<file path="src/rtl/core/bats_pkg.sv">
// shared types, codes and constants of the batched transfer sender
package bats_pkg;

  localparam int BATCH_MAX = 8;
  localparam int SLOT_AW   = 3;
  localparam int CNT_W     = 4;
  localparam int QDEPTH    = 12;
  localparam int QAW       = 4;

  typedef enum logic [1:0] {
    EV_START  = 2'd0,
    EV_TICK   = 2'd1,
    EV_PAUSE  = 2'd2,
    EV_RESUME = 2'd3
  } event_t;

  typedef enum logic [1:0] {
    RX_NONE  = 2'd0,
    RX_ACK   = 2'd1,
    RX_NACK  = 2'd2,
    RX_OTHER = 2'd3
  } rx_kind_t;

  typedef enum logic [1:0] {
    ACT_NONE  = 2'd0,
    ACT_START = 2'd1,
    ACT_DATA  = 2'd2,
    ACT_END   = 2'd3
  } action_t;

  typedef enum logic [3:0] {
    PH_IDLE       = 4'd0,
    PH_HANDSHAKE  = 4'd1,
    PH_SENDING    = 4'd2,
    PH_WAIT_ACK   = 4'd3,
    PH_RETRANSMIT = 4'd4,
    PH_WAIT_END   = 4'd5,
    PH_PAUSED     = 4'd6,
    PH_DONE       = 4'd7,
    PH_FAILED     = 4'd8
  } phase_t;

  typedef enum logic [2:0] {
    ERR_NONE     = 3'd0,
    ERR_BUSY     = 3'd1,
    ERR_HS_RETRY = 3'd2,
    ERR_DATA_RTY = 3'd3,
    ERR_END_RTY  = 3'd4,
    ERR_END_NACK = 3'd5
  } err_t;

  typedef enum logic [2:0] {
    CFG_BATCH_SIZE  = 3'd0,
    CFG_TIMEOUT_MS  = 3'd1,
    CFG_MAX_RETRY   = 3'd2,
    CFG_SESS_ID     = 3'd3,
    CFG_CHUNK_TOTAL = 3'd4,
    CFG_CONTROL_SEQ = 3'd5,
    CFG_OK_CODE     = 3'd6
  } cfg_idx_t;

  typedef enum logic [2:0] {
    SQ_IDLE,
    SQ_EXEC,
    SQ_MSCAN,
    SQ_TSCAN,
    SQ_CHECK,
    SQ_FILL,
    SQ_DRAIN
  } seq_t;

  typedef struct packed {
    logic [1:0]  kind;
    logic [31:0] now_ms;
    logic [1:0]  rx_kind;
    logic [31:0] rx_session;
    logic [15:0] rx_sequence;
    logic [7:0]  rx_result;
  } req_t;

  typedef struct packed {
    logic [1:0]  action;
    logic [15:0] chunk_index;
    logic [3:0]  session_state;
    logic [2:0]  error_code;
    logic [15:0] acked_count;
    logic [15:0] batch_number;
    logic        last;
  } rsp_t;

  typedef struct packed {
    logic               fill;
    logic               ack;
    logic               resend;
    logic               rebase;
    logic [SLOT_AW-1:0] idx;
    logic [15:0]        chunk;
    logic [7:0]         retries;
    logic [31:0]        now;
    logic [CNT_W-1:0]   count;
  } slot_wr_t;

endpackage

</file>
<file path="src/rtl/core/bats_expiry.sv">
// wrapping time compare shared by control and slot timers
module bats_expiry
  import bats_pkg::*;
(
  input  logic [31:0] now,
  input  logic [31:0] sent,
  input  logic [15:0] timeout,
  output logic        expired
);

  logic [31:0] elapsed;
  logic [15:0] eff;

  assign elapsed = now - sent;
  assign eff     = (timeout == 16'd0) ? 16'd1 : timeout;
  assign expired = elapsed > {16'd0, eff};

endmodule

</file>
<file path="src/rtl/core/bats_slots.sv">
// per-slot chunk, ack mark, send time and retry count of the current batch
module bats_slots
  import bats_pkg::*;
(
  input  logic               clk,
  input  slot_wr_t           wr,
  input  logic [SLOT_AW-1:0] rd_idx,
  output logic [15:0]        rd_chunk,
  output logic               rd_acked,
  output logic [31:0]        rd_time,
  output logic [7:0]         rd_retries,
  output logic [BATCH_MAX-1:0] acked_vec
);

  logic [15:0] chunk   [BATCH_MAX];
  logic [31:0] stime   [BATCH_MAX];
  logic [7:0]  retries [BATCH_MAX];
  logic [BATCH_MAX-1:0] acked;

  always_ff @(posedge clk) begin
    if (wr.fill) begin
      chunk[wr.idx]   <= wr.chunk;
      acked[wr.idx]   <= 1'b0;
      retries[wr.idx] <= 8'd0;
      stime[wr.idx]   <= wr.now;
    end
    if (wr.ack) begin
      acked[wr.idx] <= 1'b1;
    end
    if (wr.resend) begin
      retries[wr.idx] <= wr.retries;
      stime[wr.idx]   <= wr.now;
    end
    if (wr.rebase) begin
      for (int i = 0; i < BATCH_MAX; i++) begin
        if ((CNT_W'(i) < wr.count) && !acked[i]) begin
          stime[i] <= wr.now;
        end
      end
    end
  end

  assign rd_chunk   = chunk[rd_idx];
  assign rd_acked   = acked[rd_idx];
  assign rd_time    = stime[rd_idx];
  assign rd_retries = retries[rd_idx];
  assign acked_vec  = acked;

endmodule

</file>
<file path="src/rtl/core/bats_resq.sv">
// queue of frames to send that one request produced
module bats_resq
  import bats_pkg::*;
(
  input  logic           clk,
  input  logic           rst,
  input  logic           clear,
  input  logic           push,
  input  logic [1:0]     push_act,
  input  logic [15:0]    push_chunk,
  input  logic [QAW-1:0] rd_idx,
  output logic [1:0]     rd_act,
  output logic [15:0]    rd_chunk,
  output logic [QAW-1:0] count
);

  logic [1:0]  act   [QDEPTH];
  logic [15:0] chunk [QDEPTH];

  always_ff @(posedge clk) begin
    if (rst) begin
      count <= '0;
    end else if (clear) begin
      count <= '0;
    end else if (push && (count < QAW'(QDEPTH))) begin
      count <= count + 1'b1;
    end
  end

  always_ff @(posedge clk) begin
    if (push && !clear && (count < QAW'(QDEPTH))) begin
      act[count]   <= push_act;
      chunk[count] <= push_chunk;
    end
  end

  assign rd_act   = act[rd_idx];
  assign rd_chunk = chunk[rd_idx];

endmodule

</file>
<file path="src/rtl/core/batched_arq_transfer_sender_unit.sv">
// top level of the batched selective-repeat transfer sender
//
// usage:
//   req channel (req_valid/req_ready/req): one event per request, start, tick,
//   pause or resume; a tick carries the time and at most one received answer
//   rsp channel (rsp_valid/rsp_ready/rsp): one response per frame to send,
//   or a single response with action none; all responses of one request carry
//   the session state after that request, and the final one has last set
//   cfg channel (cfg_valid/cfg_ready/cfg_index/cfg_data): register writes,
//   always ready, to be written only while no request is in progress
// timing:
//   a request is latched into a register and executed by a small sequencer that
//   walks the batch slots through one shared timer compare; while awaiting acks a
//   tick scans the slots for the answered chunk and then for an expired timer,
//   a new batch is filled when one is due, then one response goes per cycle while
//   rsp_ready is high. req_ready is low from acceptance until the last response goes
// reset: synchronous rst returns the session to idle and the registers to
//   their defaults; slot contents stay unknown until a batch writes them
// stall: while rsp_ready is low the current response holds and no new
//   request is taken
module batched_arq_transfer_sender_unit
  import bats_pkg::*;
(
  input  logic        clk,
  input  logic        rst,
  input  logic        req_valid,
  output logic        req_ready,
  input  req_t        req,
  output logic        rsp_valid,
  input  logic        rsp_ready,
  output rsp_t        rsp,
  input  logic        cfg_valid,
  output logic        cfg_ready,
  input  logic [2:0]  cfg_index,
  input  logic [31:0] cfg_data
);

  // configuration registers
  logic [6:0]  batch_size;
  logic [15:0] timeout_ms;
  logic [7:0]  max_retry;
  logic [31:0] sess_id;
  logic [15:0] chunk_total;
  logic [15:0] control_seq;
  logic [7:0]  ok_code;

  // session state
  seq_t             seq, seq_next;
  req_t             item;
  phase_t           phase, phase_next;
  phase_t           paused_from, paused_from_next;
  logic [15:0]      next_unsent, next_unsent_next;
  logic [CNT_W-1:0] slots_in_batch, slots_in_batch_next;
  logic [7:0]       control_retries, control_retries_next;
  logic [31:0]      control_sent_time, control_sent_time_next;
  logic [15:0]      acked_total, acked_total_next;
  logic [15:0]      batches_started, batches_started_next;
  err_t             last_error, last_error_next;
  logic [CNT_W-1:0] idx, idx_next;
  logic [CNT_W-1:0] fill_count, fill_count_next;
  logic [QAW-1:0]   rd, rd_next;

  // slot file and queue hookup
  slot_wr_t             swr;
  logic [15:0]          s_chunk;
  logic                 s_acked;
  logic [31:0]          s_time;
  logic [7:0]           s_retries;
  logic [BATCH_MAX-1:0] acked_vec;
  logic                 q_push;
  logic [1:0]           q_act;
  logic [15:0]          q_chunk;
  logic [1:0]           rd_act;
  logic [15:0]          rd_chunk;
  logic [QAW-1:0]       q_count;

  // decision terms
  logic                 req_fire, rsp_fire, rsp_last;
  logic                 ctl_match, sess_match, is_ok, rx_ack, rx_nack;
  logic                 in_range, hit, expired;
  logic [31:0]          t_sel;
  logic [8:0]           slot_r, ctl_r;
  logic                 slot_fail, ctl_fail;
  logic [BATCH_MAX-1:0] in_batch;
  logic                 all_acked;
  logic [CNT_W-1:0]     bs_eff, batch_cnt;
  logic [15:0]          remaining;
  logic                 ctl_resend;

  assign req_ready = (seq == SQ_IDLE);
  assign cfg_ready = 1'b1;
  assign req_fire  = req_valid && req_ready;
  assign rsp_valid = (seq == SQ_DRAIN);
  assign rsp_fire  = rsp_valid && rsp_ready;

  always_ff @(posedge clk) begin
    if (rst) begin
      batch_size  <= 7'd5;
      timeout_ms  <= 16'd1000;
      max_retry   <= 8'd5;
      sess_id     <= 32'd0;
      chunk_total <= 16'd1;
      control_seq <= 16'd65535;
      ok_code     <= 8'd0;
    end else if (cfg_valid && cfg_ready) begin
      case (cfg_index)
        CFG_BATCH_SIZE:  batch_size  <= cfg_data[6:0];
        CFG_TIMEOUT_MS:  timeout_ms  <= cfg_data[15:0];
        CFG_MAX_RETRY:   max_retry   <= cfg_data[7:0];
        CFG_SESS_ID:     sess_id     <= cfg_data;
        CFG_CHUNK_TOTAL: chunk_total <= cfg_data[15:0];
        CFG_CONTROL_SEQ: control_seq <= cfg_data[15:0];
        CFG_OK_CODE:     ok_code     <= cfg_data[7:0];
        default: ;
      endcase
    end
  end

  bats_slots u_slots (
    .clk        (clk),
    .wr         (swr),
    .rd_idx     (idx[SLOT_AW-1:0]),
    .rd_chunk   (s_chunk),
    .rd_acked   (s_acked),
    .rd_time    (s_time),
    .rd_retries (s_retries),
    .acked_vec  (acked_vec)
  );

  bats_resq u_resq (
    .clk        (clk),
    .rst        (rst),
    .clear      (req_fire),
    .push       (q_push),
    .push_act   (q_act),
    .push_chunk (q_chunk),
    .rd_idx     (rd),
    .rd_act     (rd_act),
    .rd_chunk   (rd_chunk),
    .count      (q_count)
  );

  // one timer compare, control timer while executing, else the scanned slot
  assign t_sel = (seq == SQ_EXEC) ? control_sent_time : s_time;

  bats_expiry u_expiry (
    .now     (item.now_ms),
    .sent    (t_sel),
    .timeout (timeout_ms),
    .expired (expired)
  );

  assign rx_ack     = (item.rx_kind == RX_ACK);
  assign rx_nack    = (item.rx_kind == RX_NACK);
  assign sess_match = (item.rx_session == sess_id);
  assign ctl_match  = sess_match && (item.rx_sequence == control_seq);
  assign is_ok      = rx_ack && (item.rx_result == ok_code);
  assign in_range   = (idx < slots_in_batch);
  assign hit        = in_range && !s_acked && (s_chunk == item.rx_sequence);
  assign slot_r     = {1'b0, s_retries} + 9'd1;
  assign slot_fail  = slot_r > {1'b0, max_retry};
  assign ctl_r      = {1'b0, control_retries} + 9'd1;
  assign ctl_fail   = ctl_r > {1'b0, max_retry};

  always_comb begin
    for (int i = 0; i < BATCH_MAX; i++) begin
      in_batch[i] = CNT_W'(i) < slots_in_batch;
    end
  end
  assign all_acked = &(acked_vec | ~in_batch);

  // size of the next batch: configured size clamped, then limited by what is left
  assign bs_eff = (batch_size == 7'd0) ? CNT_W'(1) :
                  (batch_size > 7'(BATCH_MAX)) ? CNT_W'(BATCH_MAX) : batch_size[CNT_W-1:0];
  assign remaining = (chunk_total > next_unsent) ? (chunk_total - next_unsent) : 16'd0;
  assign batch_cnt = (remaining < {{(16-CNT_W){1'b0}}, bs_eff}) ? remaining[CNT_W-1:0]
                                                                : bs_eff;

  // handshake frame resend on nack or timeout, end frame resend on timeout only
  assign ctl_resend = (phase == PH_HANDSHAKE) ?
                      ((rx_nack && ctl_match) || expired) :
                      (!(rx_ack && ctl_match) && !(rx_nack && ctl_match) && expired);

  assign rsp_last = (q_count == '0) || (rd == (q_count - 1'b1));

  // next state of the sequencer
  always_comb begin
    seq_next = seq;
    case (seq)
      SQ_IDLE: begin
        if (req_fire) seq_next = SQ_EXEC;
      end
      SQ_EXEC: begin
        seq_next = SQ_DRAIN;
        if (item.kind == EV_TICK) begin
          if (phase == PH_HANDSHAKE && rx_ack && ctl_match) begin
            seq_next = SQ_FILL;
          end else if (phase == PH_WAIT_ACK) begin
            seq_next = ((rx_ack || rx_nack) && sess_match) ? SQ_MSCAN : SQ_TSCAN;
          end
        end
      end
      SQ_MSCAN: begin
        if (!in_range) begin
          seq_next = SQ_TSCAN;
        end else if (hit) begin
          seq_next = (!is_ok && slot_fail) ? SQ_DRAIN : SQ_TSCAN;
        end
      end
      SQ_TSCAN: begin
        if (!in_range) begin
          seq_next = SQ_CHECK;
        end else if (!s_acked && expired) begin
          seq_next = slot_fail ? SQ_DRAIN : SQ_CHECK;
        end
      end
      SQ_CHECK: begin
        if (all_acked && (next_unsent < chunk_total)) seq_next = SQ_FILL;
        else seq_next = SQ_DRAIN;
      end
      SQ_FILL: begin
        if (idx >= fill_count) seq_next = SQ_DRAIN;
      end
      SQ_DRAIN: begin
        if (rsp_fire && rsp_last) seq_next = SQ_IDLE;
      end
      default: seq_next = SQ_IDLE;
    endcase
  end

  // datapath controls and register next values
  always_comb begin
    phase_next             = phase;
    paused_from_next       = paused_from;
    next_unsent_next       = next_unsent;
    slots_in_batch_next    = slots_in_batch;
    control_retries_next   = control_retries;
    control_sent_time_next = control_sent_time;
    acked_total_next       = acked_total;
    batches_started_next   = batches_started;
    last_error_next        = last_error;
    idx_next               = idx;
    fill_count_next        = fill_count;
    rd_next                = rd;
    q_push                 = 1'b0;
    q_act                  = ACT_NONE;
    q_chunk                = 16'd0;
    swr                    = '0;
    swr.idx                = idx[SLOT_AW-1:0];
    swr.now                = item.now_ms;
    swr.count              = slots_in_batch;
    swr.retries            = slot_r[7:0];
    swr.chunk              = next_unsent + {{(16-CNT_W){1'b0}}, idx};

    case (seq)
      SQ_IDLE: begin
        rd_next  = '0;
        idx_next = '0;
      end
      SQ_EXEC: begin
        case (item.kind)
          EV_START: begin
            if (phase != PH_IDLE) begin
              last_error_next = ERR_BUSY;
            end else begin
              next_unsent_next       = 16'd0;
              slots_in_batch_next    = '0;
              acked_total_next       = 16'd0;
              batches_started_next   = 16'd0;
              last_error_next        = ERR_NONE;
              phase_next             = PH_HANDSHAKE;
              control_retries_next   = 8'd0;
              control_sent_time_next = item.now_ms;
              q_push                 = 1'b1;
              q_act                  = ACT_START;
            end
          end
          EV_TICK: begin
            if (phase == PH_HANDSHAKE && rx_ack && ctl_match) begin
              // handshake answered, open the first batch
              fill_count_next      = batch_cnt;
              slots_in_batch_next  = batch_cnt;
              batches_started_next = batches_started + 16'd1;
              phase_next           = PH_WAIT_ACK;
            end else if (phase == PH_WAIT_END && rx_ack && ctl_match) begin
              phase_next = PH_DONE;
            end else if (phase == PH_WAIT_END && rx_nack && ctl_match) begin
              last_error_next = ERR_END_NACK;
              phase_next      = PH_FAILED;
            end else if ((phase == PH_HANDSHAKE || phase == PH_WAIT_END) && ctl_resend) begin
              if (ctl_fail) begin
                last_error_next = (phase == PH_HANDSHAKE) ? ERR_HS_RETRY : ERR_END_RTY;
                phase_next      = PH_FAILED;
              end else begin
                control_retries_next   = ctl_r[7:0];
                control_sent_time_next = item.now_ms;
                q_push                 = 1'b1;
                q_act                  = (phase == PH_HANDSHAKE) ? ACT_START : ACT_END;
              end
            end
          end
          EV_PAUSE: begin
            if (phase inside {PH_SENDING, PH_WAIT_ACK, PH_RETRANSMIT, PH_WAIT_END}) begin
              paused_from_next = phase;
              phase_next       = PH_PAUSED;
            end
          end
          EV_RESUME: begin
            if (phase == PH_PAUSED) begin
              control_sent_time_next = item.now_ms;
              swr.rebase             = 1'b1;
              phase_next             = paused_from;
            end
          end
          default: ;
        endcase
      end
      SQ_MSCAN: begin
        if (!in_range) begin
          idx_next = '0;
        end else if (hit) begin
          idx_next = '0;
          if (is_ok) begin
            swr.ack          = 1'b1;
            acked_total_next = acked_total + 16'd1;
          end else if (slot_fail) begin
            last_error_next = ERR_DATA_RTY;
            phase_next      = PH_FAILED;
          end else begin
            swr.resend = 1'b1;
            q_push     = 1'b1;
            q_act      = ACT_DATA;
            q_chunk    = s_chunk;
            phase_next = PH_WAIT_ACK;
          end
        end else begin
          idx_next = idx + 1'b1;
        end
      end
      SQ_TSCAN: begin
        if (in_range && !s_acked && expired) begin
          if (slot_fail) begin
            last_error_next = ERR_DATA_RTY;
            phase_next      = PH_FAILED;
          end else begin
            swr.resend = 1'b1;
            q_push     = 1'b1;
            q_act      = ACT_DATA;
            q_chunk    = s_chunk;
            phase_next = PH_WAIT_ACK;
          end
        end else if (in_range) begin
          idx_next = idx + 1'b1;
        end
      end
      SQ_CHECK: begin
        idx_next = '0;
        if (all_acked) begin
          if (next_unsent >= chunk_total) begin
            // all chunks out, send the end frame
            phase_next             = PH_WAIT_END;
            control_retries_next   = 8'd0;
            control_sent_time_next = item.now_ms;
            q_push                 = 1'b1;
            q_act                  = ACT_END;
          end else begin
            fill_count_next      = batch_cnt;
            slots_in_batch_next  = batch_cnt;
            batches_started_next = batches_started + 16'd1;
            phase_next           = PH_WAIT_ACK;
          end
        end
      end
      SQ_FILL: begin
        if (idx < fill_count) begin
          swr.fill = 1'b1;
          q_push   = 1'b1;
          q_act    = ACT_DATA;
          q_chunk  = swr.chunk;
          idx_next = idx + 1'b1;
        end else begin
          next_unsent_next = next_unsent + {{(16-CNT_W){1'b0}}, fill_count};
        end
      end
      SQ_DRAIN: begin
        if (rsp_fire && !rsp_last) rd_next = rd + 1'b1;
      end
      default: ;
    endcase
  end

  always_ff @(posedge clk) begin
    if (rst) begin
      seq               <= SQ_IDLE;
      phase             <= PH_IDLE;
      paused_from       <= PH_IDLE;
      next_unsent       <= 16'd0;
      slots_in_batch    <= '0;
      control_retries   <= 8'd0;
      control_sent_time <= 32'd0;
      acked_total       <= 16'd0;
      batches_started   <= 16'd0;
      last_error        <= ERR_NONE;
      idx               <= '0;
      fill_count        <= '0;
      rd                <= '0;
    end else begin
      seq               <= seq_next;
      phase             <= phase_next;
      paused_from       <= paused_from_next;
      next_unsent       <= next_unsent_next;
      slots_in_batch    <= slots_in_batch_next;
      control_retries   <= control_retries_next;
      control_sent_time <= control_sent_time_next;
      acked_total       <= acked_total_next;
      batches_started   <= batches_started_next;
      last_error        <= last_error_next;
      idx               <= idx_next;
      fill_count        <= fill_count_next;
      rd                <= rd_next;
    end
  end

  // latched request, held for the whole execution
  always_ff @(posedge clk) begin
    if (req_fire) item <= req;
  end

  // response fields; an empty queue gives a single no-action response
  always_comb begin
    rsp.action        = (q_count == '0) ? ACT_NONE : rd_act;
    rsp.chunk_index   = (q_count != '0 && rd_act == ACT_DATA) ? rd_chunk : 16'd0;
    rsp.session_state = phase;
    rsp.error_code    = last_error;
    rsp.acked_count   = acked_total;
    rsp.batch_number  = batches_started;
    rsp.last          = rsp_last;
  end

endmodule
</file>
<file path="config.mk">
export PLATFORM = sky130hd
export DESIGN_NAME = batched_arq_transfer_sender_unit
export DESIGN_NICKNAME = d
export VERILOG_FILES = /design/src/rtl/core/bats_pkg.sv /design/src/rtl/core/bats_expiry.sv /design/src/rtl/core/bats_slots.sv /design/src/rtl/core/bats_resq.sv /design/src/rtl/core/batched_arq_transfer_sender_unit.sv
export SDC_FILE = /design/constraint.sdc
export NUM_CORES = 1
export LEC_CHECK = 0
export CAP_MARGIN = 20
export CELL_PAD_IN_SITES_DETAIL_PLACEMENT = 1
export CELL_PAD_IN_SITES_GLOBAL_PLACEMENT = 2
export CORE_AREA = 2 2 359 361
export CTS_CLUSTER_SIZE = 10
export DETAILED_ROUTE_END_ITERATION = 7
export DIE_AREA = 0 0 361 363
export DONT_BUFFER_PORTS = 1
export GPL_ROUTABILITY_DRIVEN = 0
export GPL_TIMING_DRIVEN = 1
export MAX_ROUTING_LAYER = met4
export PLACE_DENSITY_LB_ADDON = 0.1
export SKIP_LAST_GASP = 1
export SYNTH_ARGS = -nofsm -noshare
export SYNTH_HDL_FRONTEND = slang
export SYNTH_HIERARCHICAL = 1
export SYNTH_SLANG_ARGS = --single-unit
</file>
<file path="constraint.sdc">
create_clock -name clk -period 14 [get_ports clk]
set_input_delay 0.7 -clock clk [delete_from_list [all_inputs] [get_ports clk]]
set_output_delay 0.7 -clock clk [all_outputs]
set_load 0.01 [all_outputs]
</file>
==> results of run 1 <==
cell usage in the layout, fill, tap and decap left out, drive strengths merged, types with 8 or more instances in the layout:
| cell type | netlist | layout |
|---|---|---|
| o31ai | 27 | 27 |
| nand2 | 316 | 316 |
| nor3b | 8 | 8 |
| a22o | 36 | 36 |
| edfxtp | 756 | 756 |
| clkinv | 0 | 12 |
| mux4 | 132 | 132 |
| nor2b | 26 | 26 |
| o22ai | 24 | 24 |
| ha | 116 | 116 |
| nor3 | 56 | 56 |
| o21bai | 8 | 8 |
| and2 | 38 | 38 |
| nand3 | 72 | 72 |
| o21a | 13 | 13 |
| mux2i | 89 | 89 |
| mux2 | 126 | 126 |
| buf | 57 | 75 |
| a21o | 21 | 21 |
| a211oi | 18 | 18 |
| clkbuf | 89 | 192 |
| nor4 | 16 | 16 |
| a21oi | 166 | 166 |
| o21ai | 69 | 69 |
| nor2 | 197 | 197 |
| xor2 | 53 | 53 |
| and3 | 26 | 26 |
| xnor2 | 117 | 117 |
| a31o | 10 | 10 |
| o211ai | 9 | 9 |
| nand4 | 56 | 56 |
| nand2b | 34 | 34 |
| o32ai | 13 | 13 |
| a31oi | 12 | 12 |
| dfxtp | 233 | 233 |
| dlygate4sd3 | 0 | 67 |
| inv | 122 | 123 |
worst max path at each step:
stage                          endpoint  slack [ps]
finish              u_slots/stime[2][9]        4890
global route        u_slots/stime[2][0]        4410
CTS                 u_slots/stime[0][7]        4700
detailed placement  u_slots/stime[0][7]        4750
global placement    u_slots/stime[0][7]        4340
floorplan           u_slots/stime[5][0]        5350
layer usage:
| layer | vias to the layer above | global-route usage [%] |
|---|---|---|
| met3 | 172 | 3.72 |
| met5 | - | - |
| met1 | 14300 | 27.7 |
| met4 | 0 | 5.19 |
| li1 | 12500 | - |
| met2 | 627 | 30.8 |
through the flow:
| step | hold slack (ps) | util [%] | power (W) | instances | area (sq um) |
|---|---|---|---|---|---|
| 3_3_place_gp | 448 | 36.5 | 0.00563 | 4847 | 46400 |
| 4_1_cts | 0.780 | 39.9 | 0.00861 | 5128 | 50700 |
| 3_5_place_dp | 454 | 36.5 | 0.00567 | 4851 | 46400 |
| 6_report | 63.7 | 40.0 | 0.00851 | 5136 | 50800 |
| 5_1_grt | 17.4 | 40.0 | 0.00894 | 5135 | 50800 |
| 2_1_floorplan | 436 | - | 0.00502 | 3267 | 44300 |
cell type report:
type | count | share of cell area (%)
Antenna cell | 1 | 0.00493
Clock buffer | 192 | 6.45
Clock inverter | 18 | 0.694
Inverter | 122 | 0.901
Multi-Input combinational cell | 2010 | 31.4
Sequential cell | 989 | 53.9
Tap cell | 1662 | 4.09
Timing Repair Buffer | 142 | 2.55
worst register-to-register path: cells and delay by family (launching register included):
family                     cells  cell delay (ps)
muxes                          1              410
adders and majority gates      2              590
xor gates and xnor gates       1              100
DFF                            1              740
buffers and inverters          5             1700
AOI/OAI and AO/OA             11             2220
and+or+nand+nor               13             2880
registers in the layout, summed over array words and instances, names as in the netlist, 24 cells and up:
signal,cells
u_slots/stime,256
u_resq/chunk,192
u_slots/chunk,128
item,92
u_slots/retries,64
control_sent_time,32
sess_id,32
u_resq/act,24
cell families after synthesis:
kind of cell	synth area share (%)
DFF	61.7
and+or+nand+nor	9.51
AOI/OAI and AO/OA	7.44
muxes	11.9
buffers and inverters	2.60
xor gates and xnor gates	3.36
adders and majority gates	3.45
other	0.00846
power by group:
group | internal [W] | total, W | switching (W)
combinational | 0.000824 | 0.00203 | 0.00121
clock | 0.00168 | 0.00289 | 0.00120
sequential | 0.00336 | 0.00359 | 0.000230
what timing repair did:
| item | in CTS | in global routing |
|---|---|---|
| hold buffers | 67 | 0 |
| buffers inserted | 0 | 0 |
| endpoints found under the hold margin | 68 | 0 |
==> impl_results.md, run 1 <==
- Outcome: finished clean
- Die height: 363 um
- WP data required: between 10000 and 15000 ps
- Post-route ant nets: 0
- Mean Syn Cell Area: 13.6 sq um
- Hold wc startpoint: req[75]
- Top_reg_cell synth: edfxtp_1
- Place WS: between 4000 and 5000 ps
- Unique cell type count in the Yosys netlist: 95
- Vias in the first global route: around 30000
- Clk root buf: clkbuf_16
- Relative slew margins: 21.9%
- Final Slew Violations: 0
- RSZ-0062 raised after global routing: no
- Reg area: 0.0274 sq mm
- Vias per cell: approximately 5.4
- CTS H-tree depth: 3
- Final min period: between 9000 and 10000 ps
- Max layer used: met4
- Vias: 27700
- Row count: 131
- Most instantiated cells after synthesis: edfxtp_1, nand2_1, dfxtp_1
- CP Class: register to register
- Nets: approximately 3600
- Fillers: 12900
- Worst Reg-to-Reg Cells: 33
- Period utilization: 65.1%
- Max cap viols: 0
- Starting Density: 34.9%
- CTS Buffer Depth: 3
- Initial DRC Count: between 1500 and 2000
- Most frequent cell after synthesis: edfxtp_1
- Final hold viol count: 0
- Top cells by area, synth: edfxtp_1, dfxtp_1, mux4_2, ha_1, mux2_2
- Pre-antenna DRT Iters: 6
- Overall routed net length: roughly 130000 um
- Tot GR Track Use: 20.2%
- Area of the multi-input gates: 0.0160 sq mm
- Worst Tran Pin Value: 1170 ps
- Cells on Worst Hold Path: 0
- Synth Cell Area: 0.0443 sq mm
- Final TNS setup: 0 ps
- IO buf count: 0
- Async S/R FF share, synth: 0%
- Residual DRC count: 0
- P_leak: approximately 17 nW
- Setup violations, final: 0
- Worst Hold End: item[75]
- Metal2 WL: 58700 um
- Resized Gates After CTS: 0
- Area fraction of the dominant cell type after synthesis: about half
- Final WS setup: around 4900 ps
- Die width: between 300 and 400 um
- Pin count of the biggest net entering global routing: 154
- Setup crit start: seq[0]
- CTS tree: built
- Layout cells sized above 1: 15.1%
- Clock Skew: 72.5 ps
- Pwr/cell area: 167 mW/mm^2
- Worst-path fanout max: 32
- Core ar.: 0.127 sq mm
- Post-synthesis sequential area ratio: between 60% and 70%
- Fmax: 110 MHz
- Top delay family on crit path: simple AND/OR/NAND/NOR gates
- Num CTS Buffers: 116
- VDD IR max: 0.000109 V
- Die footprint: 0.131 sq mm
- Metal-1 WL: 60900 um
- Skew-Pair Late Insertion Delay: 760 ps
- Post-Syn Instances: approximately 3300
- CTS sink cnt: ~990
- Cell taking the most area after synthesis: edfxtp_1
- Post-DP HPWL: about 88000 um
- Flop-to-flop setup slack: 4890 ps
- Crit Reg-Reg Startpoint: seq[0]
- Initial antenna violation count: 3
- Met3 WL: 6820 um
- Post-synth EDFFs: 756
- Post-synthesis net count: between 3000 and 4000
- Worst-path clk slew: roughly 60 ps
- Slowest stage delay, CP: 740 ps
- Seq cells post-synth: between 900 and 1000
- GRT overflow: 0
- Worst Setup End Kind: register
- WL per Instance: 25.1 um
- Data arrival time of the critical path: ~9500 ps
- CP Depth: 33
- CP bufs+invs: 5
- First-pass GRT wire length: between 150000 and 200000 um
- Worst setup SP type: register
- Synth warnings: 6
- Area delta synth->final: 14.6%
- Worst Hold Class: input port to register
- RR Endpoint: u_slots/stime[2][9]
- # IOs: 193
- Slowest CP cell: dfxtp_1
No activity file was read; power rests on OpenSTA's default activity.
==> run 2, diff against run 1 <==
--- a/config.mk
+++ b/config.mk
@@ -5,13 +5,14 @@
 export SDC_FILE = /design/constraint.sdc
 export NUM_CORES = 1
 export LEC_CHECK = 0
+export ABC_AREA = 1
 export CAP_MARGIN = 20
 export CELL_PAD_IN_SITES_DETAIL_PLACEMENT = 1
 export CELL_PAD_IN_SITES_GLOBAL_PLACEMENT = 2
-export CORE_AREA = 2 2 359 361
+export CORE_AREA = 2 2 381 383
 export CTS_CLUSTER_SIZE = 10
 export DETAILED_ROUTE_END_ITERATION = 7
-export DIE_AREA = 0 0 361 363
+export DIE_AREA = 0 0 383 385
 export DONT_BUFFER_PORTS = 1
 export GPL_ROUTABILITY_DRIVEN = 0
 export GPL_TIMING_DRIVEN = 1
==> constraint.sdc (replaced) <==
create_clock -name clk -period 7.7 [get_ports clk]
set_input_delay 0.385 -clock clk [delete_from_list [all_inputs] [get_ports clk]]
set_output_delay 0.385 -clock clk [all_outputs]
set_load 0.01 [all_outputs]
==> impl_results.md, run 2 <==
- CP Class: register to register
- Flop-to-flop setup slack: 720 ps (-4160 ps)
- Clk root buf: clkbuf_16
- Overall routed net length: 171000 um (+32%)
- Final TNS setup: 0 ps (unchanged)
- Top_reg_cell synth: edfxtp_1
- Worst setup SP type: register
- Num CTS Buffers: 118 (+1.7%)
- Slowest CP cell: inv_4
- DP Area: 0.0523 sq mm (+13%)
- Setup violations, final: 0 (unchanged)
- Seq cells post-synth: 989 (unchanged)
- Skew-Pair Late Insertion Delay: 760 ps (about the same)
- Clock Skew: 44.9 ps (-27.6 ps)
- First-pass GRT wire length: 255000 um (+33%)
- Die footprint: 0.147 sq mm (+13%)
- Post-synthesis net count: 6216 (+77%)
- Most instantiated cells after synthesis: nand2_1, inv_1, edfxtp_1
- Row count: 139 (+6.1%)
- Largest Register: u_slots/stime
- Layout cells sized above 1: 6.50% (-8.6 points)
- Nets: 6375 (+75%)
- CTS sink cnt: 989 (unchanged)
- Worst Setup End Kind: register
- GRT overflow: 0 (unchanged)
- P_leak: 25.7 nW (+49%)
- Fmax: 143 MHz (+31%)
- CP bufs+invs: 7 (+2)
- # IOs: 193 (unchanged)
- Area fraction of the dominant cell type after synthesis: 45.5% (-5.7 points)
- Worst Hold Class: input port to register
- Commonest non-fill, non-tap cell in the layout: nand2_1
- Vias per cell: 4.83 (-10%)
- WL per Instance: 21.0 um (-17%)
- Hold wc startpoint: cfg_index[0]
- Cell taking the most area after synthesis: edfxtp_1
- Top delay family on crit path: simple AND/OR/NAND/NOR gates
- Resized Gates After CTS: 0 (unchanged)
- Post-route ant nets: 0 (unchanged)
- Top cells by area, synth: edfxtp_1, nand2_1, dfxtp_1, inv_1, nand3_1
- Unique cell type count in the Yosys netlist: 57 (-40%)
- Starting Density: 34.8% (-0.072 points)
- Outcome: finished clean
- Most frequent cells in the layout: nand2_1, inv_1, edfxtp_1
- RR Endpoint: u_slots/stime[4][7]
- Final hold viol count: 0 (unchanged)
- Post-synthesis sequential area ratio: 54.9% (-6.8 points)
- Worst-path fanout max: 48 (+50%)
- Crit Reg-Reg Startpoint: idx[1]
- Pwr/cell area: 332 mW/mm^2 (+98%)
- VDD IR max: 0.000205 V (+88%)
- Pin count of the biggest net entering global routing: 123 (-20%)
- WP data required: 8190 ps (-6160 ps)
- Initial DRC Count: 2804 (+53%)
- Pre-antenna DRT Iters: 7 (+1)
- Area delta synth->final: 14.8%
- CTS H-tree depth: 3 (unchanged)
- RSZ-0062 raised after global routing: no
- Mean Syn Cell Area: 8.36 sq um (-38%)
- CTS Buffer Depth: 3 (unchanged)
- Post-Syn Instances: 5964 (+83%)
- Final Slew Violations: 0 (unchanged)
- Hold_ws: 72.1 ps (+8.41 ps)
- IO buf count: 0 (unchanged)
- Period utilization: 90.6% (+25 points)
- Cells on Worst Hold Path: 5 (+5)
- Slowest stage delay, CP: 550 ps (-190 ps)
- Initial antenna violation count: 10 (+7)
- Core ar.: 0.143 sq mm (+13%)
- Max FFs per register: 256 (unchanged)
- Vias in the first global route: 40100 (+36%)
- Most frequent cell after synthesis: nand2_1
- Die width: 383 um (+6.1%)
- Final std cells w/o fill: 8137 (+58%)
- Synth Cell Area: 0.0499 sq mm (+12%)
- Worst-path clk slew: 60 ps (about the same)
- Largest regs: u_slots/stime (256), u_resq/chunk (192), u_slots/chunk (128)
- Worst Reg-to-Reg Cells: 39 (+18%)
- Async S/R FF share, synth: 0% (unchanged)
- Residual DRC count: 0 (unchanged)
- Tot GR Track Use: 23.7% (+3.5 points)
- Relative slew margins: 30.8% (+8.9 points)
- Final min period: 6980 ps (-2140 ps)
- Worst Tran Pin Value: 1030 ps (-133 ps)
- CP Depth: 39 (+18%)
- CTS tree: built
- Post-DP HPWL: 116000 um (+33%)
- Die height: 385 um (+6.1%)
- Data arrival time of the critical path: 7460 ps (-2010 ps)
- Vias: 39300 (+42%)
- Post-synth EDFFs: 756 (unchanged)
- Setup bufs post-CTS: 0 (unchanged)
- Worst Hold End: ok_code[4]
- Max cap viols: 0 (unchanged)
- Total Power: 0.0190 W (+120%)
- Final instance area: 0.0573 sq mm (+13%)
- Critical Path Most Common Cell: nand2_1
- Synth warnings: 6 (unchanged)
- Placed insts: 7778 (+60%)
## run 2: final cells by class
class	count	area [sq um]
sequential	989	27400
inverter	1089	4100
clock buffer	203	3400
timing repair buffer	236	2160
tap	1903	2380
fill	16800	85900
clock inverter	22	230
multi-input combinational	3689	17600
antenna	6	15.0
## run 2: how the worst max path moves through the flow
stage	to	from	slack, ps
final	u_slots/stime[4][7]	idx[1]	720
after floorplan	u_slots/stime[3][0]	idx[1]	180
after CTS	u_resq/chunk[0][7]	idx[1]	720
after global routing	u_slots/stime[4][18]	idx[1]	60
after global placement	u_resq/chunk[0][12]	idx[1]	820
after detailed placement	u_resq/chunk[0][14]	idx[1]	730
## run 2: metal layers
metal	wire (um)	GRT usage, %
met2	76200	36.2
met5	0	-
met3	7950	3.17
met1	83500	33.4
met4	2980	5.40
## run 2: what timing repair did
action                                  CTS  global route
endpoints found under the setup margin    0             0
hold buffers                            128             0
endpoints found under the hold margin   247             0
## run 2: worst min-delay path, cell delays in order
cell	delay, ps
nor2_1	30
inv_1	80
nor2_1	80
o21ai_0	160
nor2_1	50
## run 2: report_power, final
part / switching [W] / internal, W
clock: 0.00229 / 0.00302
combinational: 0.00492 / 0.00210
sequential: 0.000491 / 0.00621
total: 0.00770 / 0.0113
## run 2: metrics by stage
step | setup slack (ps) | utilization, %
after floorplan | 176 | -
after global placement | 824 | 36.5
after detailed placement | 732 | 36.6
after CTS | 724 | 40.0
after global routing | 64.8 | 40.0
final | 724 | 40.0
## run 2: kinds of logic after synthesis
logic type	share of synthesized area, %
XOR/XNOR	1.72
flip-flops	54.9
adder cells (fa/ha/maj)	3.07
AND/OR/NAND/NOR	25.4
AO/OA/AOI/OAI	4.64
buffers and inverters	10.2
other	0.00752
